==> config.mk <==
export PLATFORM = sky130hd
export DESIGN_NAME = alpha_overlay_blend_flat
export DESIGN_NICKNAME = d
export VERILOG_FILES = /design/src/hdl/afb_pkg.sv /design/src/hdl/afb_if.sv /design/src/hdl/alpha_overlay_blend.sv /design/src/hdl/afb_cfg_regs.sv /design/src/hdl/afb_locate.sv /design/src/hdl/afb_blend.sv /design/src/flat_wrapper.sv
export VERILOG_INCLUDE_DIRS = /design/src /design/src/hdl
export SDC_FILE = /design/constraint.sdc
export NUM_CORES = 2
export LEC_CHECK = 0
export ABC_AREA = 1
export CAP_MARGIN = 15
export CORE_UTILIZATION = 50
export CTS_CLUSTER_SIZE = 14
export DETAILED_ROUTE_END_ITERATION = 7
export DONT_BUFFER_PORTS = 1
export PLACE_DENSITY = 0.63
export SLEW_MARGIN = 20
export SYNTH_ARGS = -nofsm -noshare
export SYNTH_HDL_FRONTEND = slang
export SYNTH_HIERARCHICAL = 1
export SYNTH_SLANG_ARGS = --single-unit
==> constraint.sdc <==
create_clock -name i_clk -period 19.4 [get_ports i_clk]
set_clock_uncertainty 0.1 [all_clocks]
set_input_delay 2.91 -clock i_clk [delete_from_list [all_inputs] [get_ports i_clk]]
set_output_delay 2.91 -clock i_clk [all_outputs]
set_load 0.05 [all_outputs]
==> src/hdl/alpha_overlay_blend_defines.svh <==
// ---------------------------------------------------------------------------
// alpha_overlay_blend_defines.svh
// assertion macros shared by the overlay blender rtl
// ---------------------------------------------------------------------------
`ifndef ALPHA_OVERLAY_BLEND_DEFINES_SVH
`define ALPHA_OVERLAY_BLEND_DEFINES_SVH

`ifndef SYNTH

// same-cycle implication, checked out of reset
`define AFB_ASSERT_NOW(label, clk, rst_n, ante, cons) \
    label: assert property (@(posedge clk) disable iff (!(rst_n)) (ante) |-> (cons)) \
        else $error("assertion failed");

// next-cycle implication, checked out of reset
`define AFB_ASSERT_NEXT(label, clk, rst_n, ante, cons) \
    label: assert property (@(posedge clk) disable iff (!(rst_n)) (ante) |=> (cons)) \
        else $error("assertion failed");

`else

`define AFB_ASSERT_NOW(label, clk, rst_n, ante, cons)
`define AFB_ASSERT_NEXT(label, clk, rst_n, ante, cons)

`endif

`endif

==> src/hdl/afb_pkg.sv <==
// ---------------------------------------------------------------------------
// afb_pkg
// types and constants of the alpha overlay blender
// ---------------------------------------------------------------------------
package afb_pkg;

    localparam int CFG_IDX_W  = 3;
    localparam int CFG_DATA_W = 14;
    localparam int DIM_W      = 13;
    localparam int POS_W      = 14;
    localparam int CH_W       = 8;

    localparam logic [CFG_IDX_W-1:0] REG_FRAME_WIDTH    = 3'd0;
    localparam logic [CFG_IDX_W-1:0] REG_FRAME_HEIGHT   = 3'd1;
    localparam logic [CFG_IDX_W-1:0] REG_PLACE_X        = 3'd2;
    localparam logic [CFG_IDX_W-1:0] REG_PLACE_Y        = 3'd3;
    localparam logic [CFG_IDX_W-1:0] REG_OVERLAY_WIDTH  = 3'd4;
    localparam logic [CFG_IDX_W-1:0] REG_OVERLAY_HEIGHT = 3'd5;
    localparam logic [CFG_IDX_W-1:0] REG_BG_HAS_ALPHA   = 3'd6;

    localparam logic [DIM_W-1:0] RST_FRAME_WIDTH    = 13'd640;
    localparam logic [DIM_W-1:0] RST_FRAME_HEIGHT   = 13'd480;
    localparam logic [DIM_W-1:0] RST_OVERLAY_WIDTH  = 13'd64;
    localparam logic [DIM_W-1:0] RST_OVERLAY_HEIGHT = 13'd64;

    typedef struct packed {
        logic [DIM_W-1:0]        frame_width;
        logic [DIM_W-1:0]        frame_height;
        logic signed [POS_W-1:0] place_x;
        logic signed [POS_W-1:0] place_y;
        logic [DIM_W-1:0]        overlay_width;
        logic [DIM_W-1:0]        overlay_height;
        logic                    bg_has_alpha;
    } t_cfg;

    typedef struct packed {
        logic in_window;
        logic frame_end;
    } t_loc;

    typedef struct packed {
        logic [CH_W-1:0] bg_ch0;
        logic [CH_W-1:0] bg_ch1;
        logic [CH_W-1:0] bg_ch2;
        logic [CH_W-1:0] bg_ch3;
        logic [CH_W-1:0] ovl_ch0;
        logic [CH_W-1:0] ovl_ch1;
        logic [CH_W-1:0] ovl_ch2;
        logic [CH_W-1:0] ovl_alpha;
    } t_pix;

    typedef struct packed {
        logic [CH_W-1:0] out_ch0;
        logic [CH_W-1:0] out_ch1;
        logic [CH_W-1:0] out_ch2;
        logic [CH_W-1:0] out_ch3;
        logic            in_window;
        logic            frame_end;
    } t_res;

endpackage

==> src/hdl/afb_if.sv <==
// ---------------------------------------------------------------------------
// afb_if
// valid/ready channels of the overlay blender: pixel in, pixel out, config
// ---------------------------------------------------------------------------
interface afb_in_if;
    import afb_pkg::*;

    logic            valid;
    logic            ready;
    logic [CH_W-1:0] bg_ch0;
    logic [CH_W-1:0] bg_ch1;
    logic [CH_W-1:0] bg_ch2;
    logic [CH_W-1:0] bg_ch3;
    logic [CH_W-1:0] ovl_ch0;
    logic [CH_W-1:0] ovl_ch1;
    logic [CH_W-1:0] ovl_ch2;
    logic [CH_W-1:0] ovl_alpha;

    modport source (
        output valid, bg_ch0, bg_ch1, bg_ch2, bg_ch3,
               ovl_ch0, ovl_ch1, ovl_ch2, ovl_alpha,
        input  ready
    );
    modport sink (
        input  valid, bg_ch0, bg_ch1, bg_ch2, bg_ch3,
               ovl_ch0, ovl_ch1, ovl_ch2, ovl_alpha,
        output ready
    );
endinterface

interface afb_out_if;
    import afb_pkg::*;

    logic            valid;
    logic            ready;
    logic [CH_W-1:0] out_ch0;
    logic [CH_W-1:0] out_ch1;
    logic [CH_W-1:0] out_ch2;
    logic [CH_W-1:0] out_ch3;
    logic            in_window;
    logic            frame_end;

    modport source (
        output valid, out_ch0, out_ch1, out_ch2, out_ch3, in_window, frame_end,
        input  ready
    );
    modport sink (
        input  valid, out_ch0, out_ch1, out_ch2, out_ch3, in_window, frame_end,
        output ready
    );
endinterface

interface afb_cfg_if;
    import afb_pkg::*;

    logic                  valid;
    logic                  ready;
    logic [CFG_IDX_W-1:0]  index;
    logic [CFG_DATA_W-1:0] data;

    modport source (output valid, index, data, input ready);
    modport sink   (input valid, index, data, output ready);
endinterface

==> src/hdl/alpha_overlay_blend.sv <==
// ---------------------------------------------------------------------------
// alpha_overlay_blend
// alpha-blends an overlay pixel over a raster-order background stream
// ---------------------------------------------------------------------------
//  port     dir  beat
//  i_cfg    in   register index and write data
//  i_px     in   background pixel with aligned overlay pixel
//  o_px     out  blended pixel, window and frame-end flags
//
//  one pixel per clock sustained while o_px is ready; each beat is registered
//  window test happens at input acceptance, blend math between the
//  input register and the result register
//  a full result register that is not taken stalls the input stage only
//  once that stage also holds a pixel
//  i_rst_n is synchronous; no beat is taken while it is low
// ---------------------------------------------------------------------------
`include "alpha_overlay_blend_defines.svh"

module alpha_overlay_blend #(
    parameter int MAX_DIM = 4096
) (
    input  logic      i_clk,
    input  logic      i_rst_n,
    afb_cfg_if.sink   i_cfg,
    afb_in_if.sink    i_px,
    afb_out_if.source o_px
);
    import afb_pkg::*;

    t_cfg            cfg;
    t_loc            loc;
    logic            take;
    logic            adv1;
    logic            blend_on;
    logic [CH_W-1:0] res0;
    logic [CH_W-1:0] res1;
    logic [CH_W-1:0] res2;
    logic [CH_W-1:0] res3;

    logic            r_v1;
    t_pix            r_pix;
    t_loc            r_loc;
    logic            r_v2;
    t_res            r_res;
    t_res            n_res;

    afb_cfg_regs u_cfg (
        .i_clk   (i_clk),
        .i_rst_n (i_rst_n),
        .i_cfg   (i_cfg),
        .o_cfg   (cfg)
    );

    afb_locate #(
        .MAX_DIM (MAX_DIM)
    ) u_locate (
        .i_clk   (i_clk),
        .i_rst_n (i_rst_n),
        .i_cfg   (cfg),
        .i_step  (take),
        .o_loc   (loc)
    );

    assign adv1       = r_v1 && (!r_v2 || o_px.ready);
    assign i_px.ready = i_rst_n && (!r_v1 || adv1);
    assign take       = i_px.valid && i_px.ready;

    // input register
    always_ff @(posedge i_clk) begin
        if (!i_rst_n) begin
            r_v1 <= 1'b0;
        end else if (take) begin
            r_v1 <= 1'b1;
        end else if (adv1) begin
            r_v1 <= 1'b0;
        end
    end

    always_ff @(posedge i_clk) begin
        if (take) begin
            r_pix.bg_ch0    <= i_px.bg_ch0;
            r_pix.bg_ch1    <= i_px.bg_ch1;
            r_pix.bg_ch2    <= i_px.bg_ch2;
            r_pix.bg_ch3    <= i_px.bg_ch3;
            r_pix.ovl_ch0   <= i_px.ovl_ch0;
            r_pix.ovl_ch1   <= i_px.ovl_ch1;
            r_pix.ovl_ch2   <= i_px.ovl_ch2;
            r_pix.ovl_alpha <= i_px.ovl_alpha;
            r_loc           <= loc;
        end
    end

    assign blend_on = r_loc.in_window && (r_pix.ovl_alpha != '0);

    afb_blend u_blend0 (
        .i_bg (r_pix.bg_ch0), .i_ovl (r_pix.ovl_ch0), .i_alpha (r_pix.ovl_alpha),
        .i_en (blend_on), .o_res (res0)
    );
    afb_blend u_blend1 (
        .i_bg (r_pix.bg_ch1), .i_ovl (r_pix.ovl_ch1), .i_alpha (r_pix.ovl_alpha),
        .i_en (blend_on), .o_res (res1)
    );
    afb_blend u_blend2 (
        .i_bg (r_pix.bg_ch2), .i_ovl (r_pix.ovl_ch2), .i_alpha (r_pix.ovl_alpha),
        .i_en (blend_on), .o_res (res2)
    );
    // background alpha blends against the overlay alpha itself
    afb_blend u_blend3 (
        .i_bg (r_pix.bg_ch3), .i_ovl (r_pix.ovl_alpha), .i_alpha (r_pix.ovl_alpha),
        .i_en (blend_on && cfg.bg_has_alpha), .o_res (res3)
    );

    always_comb begin
        n_res.out_ch0   = res0;
        n_res.out_ch1   = res1;
        n_res.out_ch2   = res2;
        n_res.out_ch3   = res3;
        n_res.in_window = r_loc.in_window;
        n_res.frame_end = r_loc.frame_end;
    end

    // result register
    always_ff @(posedge i_clk) begin
        if (!i_rst_n) begin
            r_v2 <= 1'b0;
        end else if (adv1) begin
            r_v2 <= 1'b1;
        end else if (o_px.ready) begin
            r_v2 <= 1'b0;
        end
    end

    always_ff @(posedge i_clk) begin
        if (adv1) begin
            r_res <= n_res;
        end
    end

    assign o_px.valid     = r_v2;
    assign o_px.out_ch0   = r_res.out_ch0;
    assign o_px.out_ch1   = r_res.out_ch1;
    assign o_px.out_ch2   = r_res.out_ch2;
    assign o_px.out_ch3   = r_res.out_ch3;
    assign o_px.in_window = r_res.in_window;
    assign o_px.frame_end = r_res.frame_end;

    `AFB_ASSERT_NOW(a_full_pipe_stalls, i_clk, i_rst_n, r_v1 && r_v2 && !o_px.ready,
        !i_px.ready)
    `AFB_ASSERT_NEXT(a_result_kept, i_clk, i_rst_n, r_v2 && !o_px.ready, r_v2)
    `AFB_ASSERT_NEXT(a_beat_lands, i_clk, i_rst_n, take, r_v1)
    `AFB_ASSERT_NEXT(a_stage_moves, i_clk, i_rst_n, adv1, r_v2)

endmodule

==> src/hdl/afb_cfg_regs.sv <==
// ---------------------------------------------------------------------------
// afb_cfg_regs
// configuration register file, one register per index 0 to 6
// ---------------------------------------------------------------------------
module afb_cfg_regs (
    input  logic          i_clk,
    input  logic          i_rst_n,
    afb_cfg_if.sink       i_cfg,
    output afb_pkg::t_cfg o_cfg
);
    import afb_pkg::*;

    t_cfg r_cfg;
    t_cfg n_cfg;
    logic wr;

    assign i_cfg.ready = i_rst_n;
    assign wr          = i_cfg.valid && i_cfg.ready;

    always_comb begin
        n_cfg = r_cfg;
        if (wr) begin
            case (i_cfg.index)
                REG_FRAME_WIDTH:    n_cfg.frame_width    = i_cfg.data[DIM_W-1:0];
                REG_FRAME_HEIGHT:   n_cfg.frame_height   = i_cfg.data[DIM_W-1:0];
                REG_PLACE_X:        n_cfg.place_x        = $signed(i_cfg.data[POS_W-1:0]);
                REG_PLACE_Y:        n_cfg.place_y        = $signed(i_cfg.data[POS_W-1:0]);
                REG_OVERLAY_WIDTH:  n_cfg.overlay_width  = i_cfg.data[DIM_W-1:0];
                REG_OVERLAY_HEIGHT: n_cfg.overlay_height = i_cfg.data[DIM_W-1:0];
                REG_BG_HAS_ALPHA:   n_cfg.bg_has_alpha   = i_cfg.data[0];
                default:            n_cfg = r_cfg;
            endcase
        end
    end

    always_ff @(posedge i_clk) begin
        if (!i_rst_n) begin
            r_cfg.frame_width    <= RST_FRAME_WIDTH;
            r_cfg.frame_height   <= RST_FRAME_HEIGHT;
            r_cfg.place_x        <= '0;
            r_cfg.place_y        <= '0;
            r_cfg.overlay_width  <= RST_OVERLAY_WIDTH;
            r_cfg.overlay_height <= RST_OVERLAY_HEIGHT;
            r_cfg.bg_has_alpha   <= 1'b1;
        end else begin
            r_cfg <= n_cfg;
        end
    end

    assign o_cfg = r_cfg;

endmodule

==> src/hdl/afb_locate.sv <==
// ---------------------------------------------------------------------------
// afb_locate
// raster position counters and overlay window test for the current pixel
// ---------------------------------------------------------------------------
`include "alpha_overlay_blend_defines.svh"

module afb_locate #(
    parameter int MAX_DIM = 4096
) (
    input  logic          i_clk,
    input  logic          i_rst_n,
    input  afb_pkg::t_cfg i_cfg,
    input  logic          i_step,
    output afb_pkg::t_loc o_loc
);
    import afb_pkg::*;

    localparam int CW    = $clog2(MAX_DIM);
    localparam int MDW   = $clog2(MAX_DIM + 1);
    localparam int DIMW  = (MDW > DIM_W) ? MDW : DIM_W;
    localparam int SW    = ((CW > POS_W) ? CW : POS_W) + 2;
    localparam logic [DIMW-1:0] MAX_D = DIMW'(MAX_DIM);

    logic [CW-1:0]        r_col;
    logic [CW-1:0]        r_row;
    logic [CW-1:0]        n_col;
    logic [CW-1:0]        n_row;
    logic [DIMW-1:0]      fw;
    logic [DIMW-1:0]      fh;
    logic [DIMW-1:0]      w;
    logic [DIMW-1:0]      h;
    logic                 last_col;
    logic                 last_row;
    logic signed [SW-1:0] fx;
    logic signed [SW-1:0] fy;
    logic                 in_rect;

    // zero size acts as one, oversize clamps to the counter range
    always_comb begin
        fw = DIMW'(i_cfg.frame_width);
        fh = DIMW'(i_cfg.frame_height);
        if (fw == '0) begin
            w = DIMW'(1);
        end else if (fw > MAX_D) begin
            w = MAX_D;
        end else begin
            w = fw;
        end
        if (fh == '0) begin
            h = DIMW'(1);
        end else if (fh > MAX_D) begin
            h = MAX_D;
        end else begin
            h = fh;
        end
    end

    // at-or-past test also wraps counters left beyond a shrunken frame
    assign last_col = DIMW'(r_col) >= (w - DIMW'(1));
    assign last_row = DIMW'(r_row) >= (h - DIMW'(1));

    assign fx = $signed(SW'(r_col)) - SW'(i_cfg.place_x);
    assign fy = $signed(SW'(r_row)) - SW'(i_cfg.place_y);

    assign in_rect = !fx[SW-1] && !fy[SW-1]
                  && (fx < $signed(SW'(i_cfg.overlay_width)))
                  && (fy < $signed(SW'(i_cfg.overlay_height)));

    assign o_loc.in_window = in_rect;
    assign o_loc.frame_end = last_col && last_row;

    always_comb begin
        n_col = r_col;
        n_row = r_row;
        if (i_step) begin
            if (last_col) begin
                n_col = '0;
                n_row = last_row ? '0 : r_row + CW'(1);
            end else begin
                n_col = r_col + CW'(1);
            end
        end
    end

    always_ff @(posedge i_clk) begin
        if (!i_rst_n) begin
            r_col <= '0;
            r_row <= '0;
        end else begin
            r_col <= n_col;
            r_row <= n_row;
        end
    end

    `AFB_ASSERT_NEXT(a_frame_wraps, i_clk, i_rst_n, i_step && last_col && last_row,
        r_col == '0 && r_row == '0)
    `AFB_ASSERT_NEXT(a_col_advances, i_clk, i_rst_n, i_step && !last_col,
        r_col == $past(r_col) + CW'(1) && r_row == $past(r_row))
    `AFB_ASSERT_NEXT(a_hold_when_idle, i_clk, i_rst_n, !i_step,
        $stable(r_col) && $stable(r_row))

endmodule

==> src/hdl/afb_blend.sv <==
// ---------------------------------------------------------------------------
// afb_blend
// one channel of floor((bg*(255-a) + ovl*a) / 255), or passthrough
// ---------------------------------------------------------------------------
module afb_blend (
    input  logic [afb_pkg::CH_W-1:0] i_bg,
    input  logic [afb_pkg::CH_W-1:0] i_ovl,
    input  logic [afb_pkg::CH_W-1:0] i_alpha,
    input  logic                     i_en,
    output logic [afb_pkg::CH_W-1:0] o_res
);
    import afb_pkg::*;

    localparam int PW = 2 * CH_W;

    logic [CH_W-1:0] inv_a;
    logic [PW-1:0]   sum;
    logic [PW-1:0]   adj;

    assign inv_a = 8'd255 - i_alpha;
    // sum tops out at 255*255, so the product terms never carry out
    assign sum   = PW'(i_bg) * PW'(inv_a) + PW'(i_ovl) * PW'(i_alpha);
    // exact divide by 255 for sums up to 255*255
    assign adj   = sum + PW'(1) + (sum >> CH_W);
    assign o_res = i_en ? adj[PW-1:CH_W] : i_bg;

endmodule
==> src/flat_wrapper.sv <==
// flat-port wrapper written by rule: the top's interface ports become plain ports
module alpha_overlay_blend_flat import afb_pkg::*;
#(
    parameter int MAX_DIM = 4096
)
  (i_clk, i_rst_n, i_cfg_valid, i_cfg_index, i_cfg_data, i_cfg_ready, i_px_valid, i_px_bg_ch0, i_px_bg_ch1, i_px_bg_ch2, i_px_bg_ch3, i_px_ovl_ch0, i_px_ovl_ch1, i_px_ovl_ch2, i_px_ovl_alpha, i_px_ready, o_px_valid, o_px_out_ch0, o_px_out_ch1, o_px_out_ch2, o_px_out_ch3, o_px_in_window, o_px_frame_end, o_px_ready);
  afb_cfg_if i_cfg_i ();
  afb_in_if i_px_i ();
  afb_out_if o_px_i ();
  input  logic i_clk;
  input  logic i_rst_n;
  input wire logic [$bits(i_cfg_i.valid)-1:0] i_cfg_valid;
  input wire logic [$bits(i_cfg_i.index)-1:0] i_cfg_index;
  input wire logic [$bits(i_cfg_i.data)-1:0] i_cfg_data;
  output wire logic [$bits(i_cfg_i.ready)-1:0] i_cfg_ready;
  input wire logic [$bits(i_px_i.valid)-1:0] i_px_valid;
  input wire logic [$bits(i_px_i.bg_ch0)-1:0] i_px_bg_ch0;
  input wire logic [$bits(i_px_i.bg_ch1)-1:0] i_px_bg_ch1;
  input wire logic [$bits(i_px_i.bg_ch2)-1:0] i_px_bg_ch2;
  input wire logic [$bits(i_px_i.bg_ch3)-1:0] i_px_bg_ch3;
  input wire logic [$bits(i_px_i.ovl_ch0)-1:0] i_px_ovl_ch0;
  input wire logic [$bits(i_px_i.ovl_ch1)-1:0] i_px_ovl_ch1;
  input wire logic [$bits(i_px_i.ovl_ch2)-1:0] i_px_ovl_ch2;
  input wire logic [$bits(i_px_i.ovl_alpha)-1:0] i_px_ovl_alpha;
  output wire logic [$bits(i_px_i.ready)-1:0] i_px_ready;
  output wire logic [$bits(o_px_i.valid)-1:0] o_px_valid;
  output wire logic [$bits(o_px_i.out_ch0)-1:0] o_px_out_ch0;
  output wire logic [$bits(o_px_i.out_ch1)-1:0] o_px_out_ch1;
  output wire logic [$bits(o_px_i.out_ch2)-1:0] o_px_out_ch2;
  output wire logic [$bits(o_px_i.out_ch3)-1:0] o_px_out_ch3;
  output wire logic [$bits(o_px_i.in_window)-1:0] o_px_in_window;
  output wire logic [$bits(o_px_i.frame_end)-1:0] o_px_frame_end;
  input wire logic [$bits(o_px_i.ready)-1:0] o_px_ready;
  assign i_cfg_i.valid = i_cfg_valid;
  assign i_cfg_i.index = i_cfg_index;
  assign i_cfg_i.data = i_cfg_data;
  assign i_cfg_ready = i_cfg_i.ready;
  assign i_px_i.valid = i_px_valid;
  assign i_px_i.bg_ch0 = i_px_bg_ch0;
  assign i_px_i.bg_ch1 = i_px_bg_ch1;
  assign i_px_i.bg_ch2 = i_px_bg_ch2;
  assign i_px_i.bg_ch3 = i_px_bg_ch3;
  assign i_px_i.ovl_ch0 = i_px_ovl_ch0;
  assign i_px_i.ovl_ch1 = i_px_ovl_ch1;
  assign i_px_i.ovl_ch2 = i_px_ovl_ch2;
  assign i_px_i.ovl_alpha = i_px_ovl_alpha;
  assign i_px_ready = i_px_i.ready;
  assign o_px_valid = o_px_i.valid;
  assign o_px_out_ch0 = o_px_i.out_ch0;
  assign o_px_out_ch1 = o_px_i.out_ch1;
  assign o_px_out_ch2 = o_px_i.out_ch2;
  assign o_px_out_ch3 = o_px_i.out_ch3;
  assign o_px_in_window = o_px_i.in_window;
  assign o_px_frame_end = o_px_i.frame_end;
  assign o_px_i.ready = o_px_ready;
  alpha_overlay_blend #(.MAX_DIM(MAX_DIM)) u_core (.i_clk(i_clk), .i_rst_n(i_rst_n), .i_cfg(i_cfg_i), .i_px(i_px_i), .o_px(o_px_i));
endmodule
# --- Yosys cells after proc, flatten, opt, wreduce, memory -nomap -nowiden ---
# Index checks and enable logic that the tools add are counted.
op_classes:
  magnitude_cmp: 6
  mux: 14
  n_reduce_logical: 30
  n_mul: 8
  n_eq_ne: 6
  n_addsub: 19
op_table:
  columns: ["op", "count"]
  rows:
  - ["$mul 8x8->16", 8]
  - ["$add 16x1->16 const B", 4]
  - ["$add 16x16->16", 4]
  - ["$add 16x8->16", 4]
  - ["$mux 13", 4]
  - ["$mux 8", 4]
  - ["$lt 15x14->1", 2]
  - ["$sub 13x14->15", 2]
  - ["$ge 12x13->1", 2]
  - ["$gt 13x13->1 const B", 2]
  - ["$logic_not 13->1", 2]
  - ["$sub 13x1->13 const B", 2]
  - ["$add 12x1->12 const B", 2]
  - ["$mux 12", 2]
  - ["$reduce_and 2->1", 8]
  - ["$logic_and 1x1->1", 10]
  - ["$eq 3x3->1 const B", 3]
  - ["$reduce_bool 8->1", 1]
  - ["$sub 8x8->8 const A", 1]
  - ["$eq 3x2->1 const B", 2]
  - ["$logic_not 1->1", 4]
  - ["$mux 1", 4]
  - ["$reduce_bool 2->1", 2]
  - ["$eq 3x1->1 const B", 1]
  - ["2 further kinds", 3]
totals:
  reg_bits: 207
  out_inout_bits: 37

# --- Longest topological paths before layout ---
depth:
  ltp_word: 7
  mapped_depth: 37
  depth_no_buf: 37

# --- Modules after synthesis ---
# The synthesis kept the hierarchy.
modules_own_cells:
  columns: ["module", "cells_each", "n_inst", "area_per_inst_um2"]
  rows:
  - ["afb_blend (u_core.u_blend0 ...)", 748, 2, 5216.3]
  - ["afb_blend (u_core.u_blend2)", 777, 1, 5328.9]
  - ["afb_blend (u_core.u_blend3)", 753, 1, 5245.0]
  - ["afb_locate", 683, 1, 4416.7]
  - ["afb_cfg_regs", 465, 1, 3319.4]
  - ["alpha_overlay_blend", 125, 1, 3135.5]

# --- Least setup slack after synthesis ---
# No wires, ideal clock.
synth_path:
  path_kind: "input -> register"
  startpoint: "input o_px_ready"
  endpoint: "register u_core.u_locate.r_col[10]"
  stages: 12
  t_required_ns: 19.244
  slack_ns: 11.634
  path_buffers: 0
  arrival_ns: 7.610
  cell_sequence: "inv_1 > nand3_1 > nand2_1 > nor2_1 > inv_2 > nor3_4 > inv_2 > nor3b_4 > nand4_1 > xor2_1 > or2_1 > inv_1"
synth_via:
  elab_chain_cells: 5
synth_lines:
  columns: ["item", "line_no", "rtl"]
  rows:
  - ["start, declared", "flat_wrapper.sv:33", "input wire logic [$bits(o_px_i.ready)-1:0] o_px_ready;"]
  - ["$logic_or 1x1->1", "alpha_overlay_blend.sv:64", "assign adv1 = r_v1 && (!r_v2 || o_px.ready);"]
  - ["$logic_and 1x1->1", "alpha_overlay_blend.sv:64", null]
  - ["$logic_or 1x1->1", "alpha_overlay_blend.sv:65", "assign i_px.ready = i_rst_n && (!r_v1 || adv1);"]
  - ["$logic_and 1x1->1", "alpha_overlay_blend.sv:65", null]
  - ["$logic_and 1x1->1", "alpha_overlay_blend.sv:66", "assign take = i_px.valid && i_px.ready;"]
  - ["named net u_core.take", "alpha_overlay_blend.sv:32", "logic take;"]
  - ["end signal, assigned", "afb_locate.sv:90", "r_col <= n_col;"]
  - ["end, declared", "afb_locate.sv:24", "logic [CW-1:0] r_col;"]
# The timed path passes the listed nets, and every way through them passes these cells.
# A chain may end at the register's enable or synchronous reset.

==> flow_metrics.tcl <==
set metrics [dict create \
    hold_violations 0 \
    hpwl_mm 59.4 \
    syn_area_per_cell_um2 7.42 \
    grt_overflow 0 \
    drt-initial-drc-count 1296 \
    first_pass_iters 7 \
    pre_cts_ws_ns 11.69 \
    timing.final.ws_setup_ns 11.63 \
    cts_setup_buffers 0 \
    io_pins 123 \
    synth_fp_nets 5123 \
    synth_common_cells "inv_1 (1098), nand2_1 (965), fa_1 (386)" \
    timing.rr.start "u_core/r_pix[6]" \
    via_count 25400 \
    antenna_found_initial 12 \
    r2r_slack_ns 11.63 \
    clk_path_buf_depth 3 \
    rsz0062_at_grt "false" \
    yosysSeqAreaShare_pct 16.1 \
    hold_class "register to register" \
    port_buffers 0 \
    rows 92 \
    synth_top_area_cell "fa_1" \
    postRouteAntennaNets 0 \
    slew_violations 0 \
    nets 5054 \
    cts_tree "built" \
    yosysWarnings 6 \
    core-area_um2 63100 \
    cts_root_buf "clkbuf_16" \
    path_clk_slew_ns 0.06 \
    cpMaxStageDelayCell "buf_4" \
    clk_latency_ns 0.59 \
    end_kind "register" \
    crit_start "u_core/r_pix[6]" \
    synth.distinct_cells 56 \
    final.setup.tns_ns 0 \
    worstPathMaxFanout 55 \
    grt_pass1_vias 25300 \
    wl_mm 77.1 \
    tightest_slew_ns 1.05 \
    hp-start "u_core/n_res[0]" \
    status "finished clean" \
    crit_required_ns 19.62 \
    die_y_um 255 \
    fillCellCount 6323 \
    slew_headroom_pct 29.7 \
    place_congestion 0.926 \
    grt_pass1_wl_mm 128 \
    track_usage_pct 24.7 \
    synthFlopType "dfxtp_1" \
    startpoint_type "register" \
    synth_area_leaders "fa_1 (24%), ha_1 (14%), inv_1 (13%), nand2_1 (11%), edfxtp_1 (9.4%)" \
    crit_top_cell "nand2_1" \
    report.final.setup_viol 0 \
    numCtsBuffers 27 \
    start_util_pct 50.5 \
    syn-instance-count 4299 \
    cts_resized 0 \
    ctsHoldBuffers 0 \
    routedWlPerCell_um 15.1 \
    synth_edf_count 100 \
    die_w_um 255 \
    path_class "register to register" \
    drc 0 \
    clock.fmax_ghz 0.129 \
    area_growth_pct 4.74 \
    h-tree-depth 1 \
    fin_crit_ns 7.77 \
    syn_area_um2 31900 \
    fin_crit_sh_pct 40.0 \
    cts.sinks 207 \
    dieArea_um2 64800 \
    synth-seq-cells 207 \
    slowest_delay_ns 0.61 \
    grt_max_degree 105 \
    async_flop_share_pct 0 \
    yosysMostFrequentCell "inv_1" \
    vias_per_cell 4.99 \
    crit_arrival_ns 7.99 \
    cap_violations 0 \
    synth_top_area_share_pct 24.2 \
    drive_gt1_share_pct 4.76 \
]
==> through the flow <==
stage / utilization [%] / hold slack (ns) / cell area, um^2 / cells
CTS: 52.9 / 0.317 / 33400 / 5093
detailed placement: 51.6 / 0.316 / 32600 / 5047
global placement: 51.6 / 0.307 / 32600 / 5047
floorplan: - / 0.300 / 31900 / 4299
finish: 52.9 / 0.319 / 33400 / 5096
global route: 52.9 / 0.321 / 33400 / 5093
==> critical path: cells and delay by family, from the launching register on <==
family	cells	cell delay, ns
and+or+nand+nor	12	1.11
AOI/OAI and AO/OA	3	0.48
adders and majority gates	8	3.83
xor gates and xnor gates	1	0.25
DFF	1	0.60
buffers and inverters	8	1.06
==> registers in the layout (all words and copies together) (netlist names) <==
register and flops:
u_core/u_locate/r_row 12, u_core/o_px.valid 1, u_core/o_px.in_window 1, u_core/r_pix 64
u_core/u_locate/r_col 12, u_core/r_v1 1, u_core/n_res 2, u_core/u_cfg/o_cfg 81
u_core/o_px.out_ch3 8, u_core/o_px.out_ch2 8, u_core/o_px.out_ch1 8, u_core/o_px.out_ch0 8
u_core/o_px.frame_end 1
==> placed cells by master, fill, tap and decap left out, types with 4 or more instances in the layout <==
cell / n
o21bai_1: 7
fa_1: 386
a211oi_1: 5
a21oi_2: 14
nand2_2: 40
clkbuf_16: 27
nand2_1: 965
xnor2_1: 40
nor3_2: 9
nand3b_1: 6
o21ai_2: 6
ha_1: 352
xor2_1: 52
nand3_2: 12
or2_1: 5
clkbuf_1: 5
nor2_1: 360
edfxtp_1: 100
inv_1: 1098
conb_1: 4
nor3_1: 17
inv_2: 18
nand2_4: 8
nand4_1: 47
nand3_1: 259
nor2_2: 18
o21ai_1: 12
a21oi_1: 157
o21ai_0: 40
dfxtp_1: 107
buf_4: 17
nor2_4: 7
==> cell type report <==
cell class / count / area [um^2] / share of cell area [%]
Sequential cell: 207 / 5140 / 15.4
Timing Repair Buffer: 17 / 128 / 0.382
Multi-Input combinational cell: 2859 / 22000 / 66.0
Clock buffer: 35 / 736 / 2.20
Antenna cell: 3 / 7.51 / 0.0225
Tap cell: 846 / 1060 / 3.17
Clock inverter: 11 / 85.1 / 0.255
Inverter: 1118 / 4200 / 12.6
==> cells by family (layout without fill, tap and decap cells) <==
family / Yosys count / count (layout) / synth area share [%]
other: 4 / 7 / 0.0471
adders and majority gates: 738 / 738 / 38.1
xor gates and xnor gates: 94 / 94 / 2.63
buffers and inverters: 1233 / 1181 / 14.9
DFF: 207 / 207 / 16.1
AOI/OAI and AO/OA: 261 / 261 / 4.62
and+or+nand+nor: 1762 / 1762 / 23.6
==> per-layer routing <==
metal	up-vias	GRT usage, %	part of all wire, %
li1	12700	-	-
met1	12000	32.4	45
met2	502	42.7	48
met3	113	3.67	4.9
met4	10	6.04	2.5
met5	-	0	0.078
==> path summary, 6_finish.rpt <==
check                           end  cells after the start
max reg2reg  u_core/o_px.out_ch0[0]                     32
max          u_core/o_px.out_ch0[0]                     32
min reg2reg   u_core/o_px.frame_end                      0
min           u_core/o_px.frame_end                      0
Power is not shown: default switching activity piles up to over one toggle a cycle in this logic, so the estimate is an artifact.
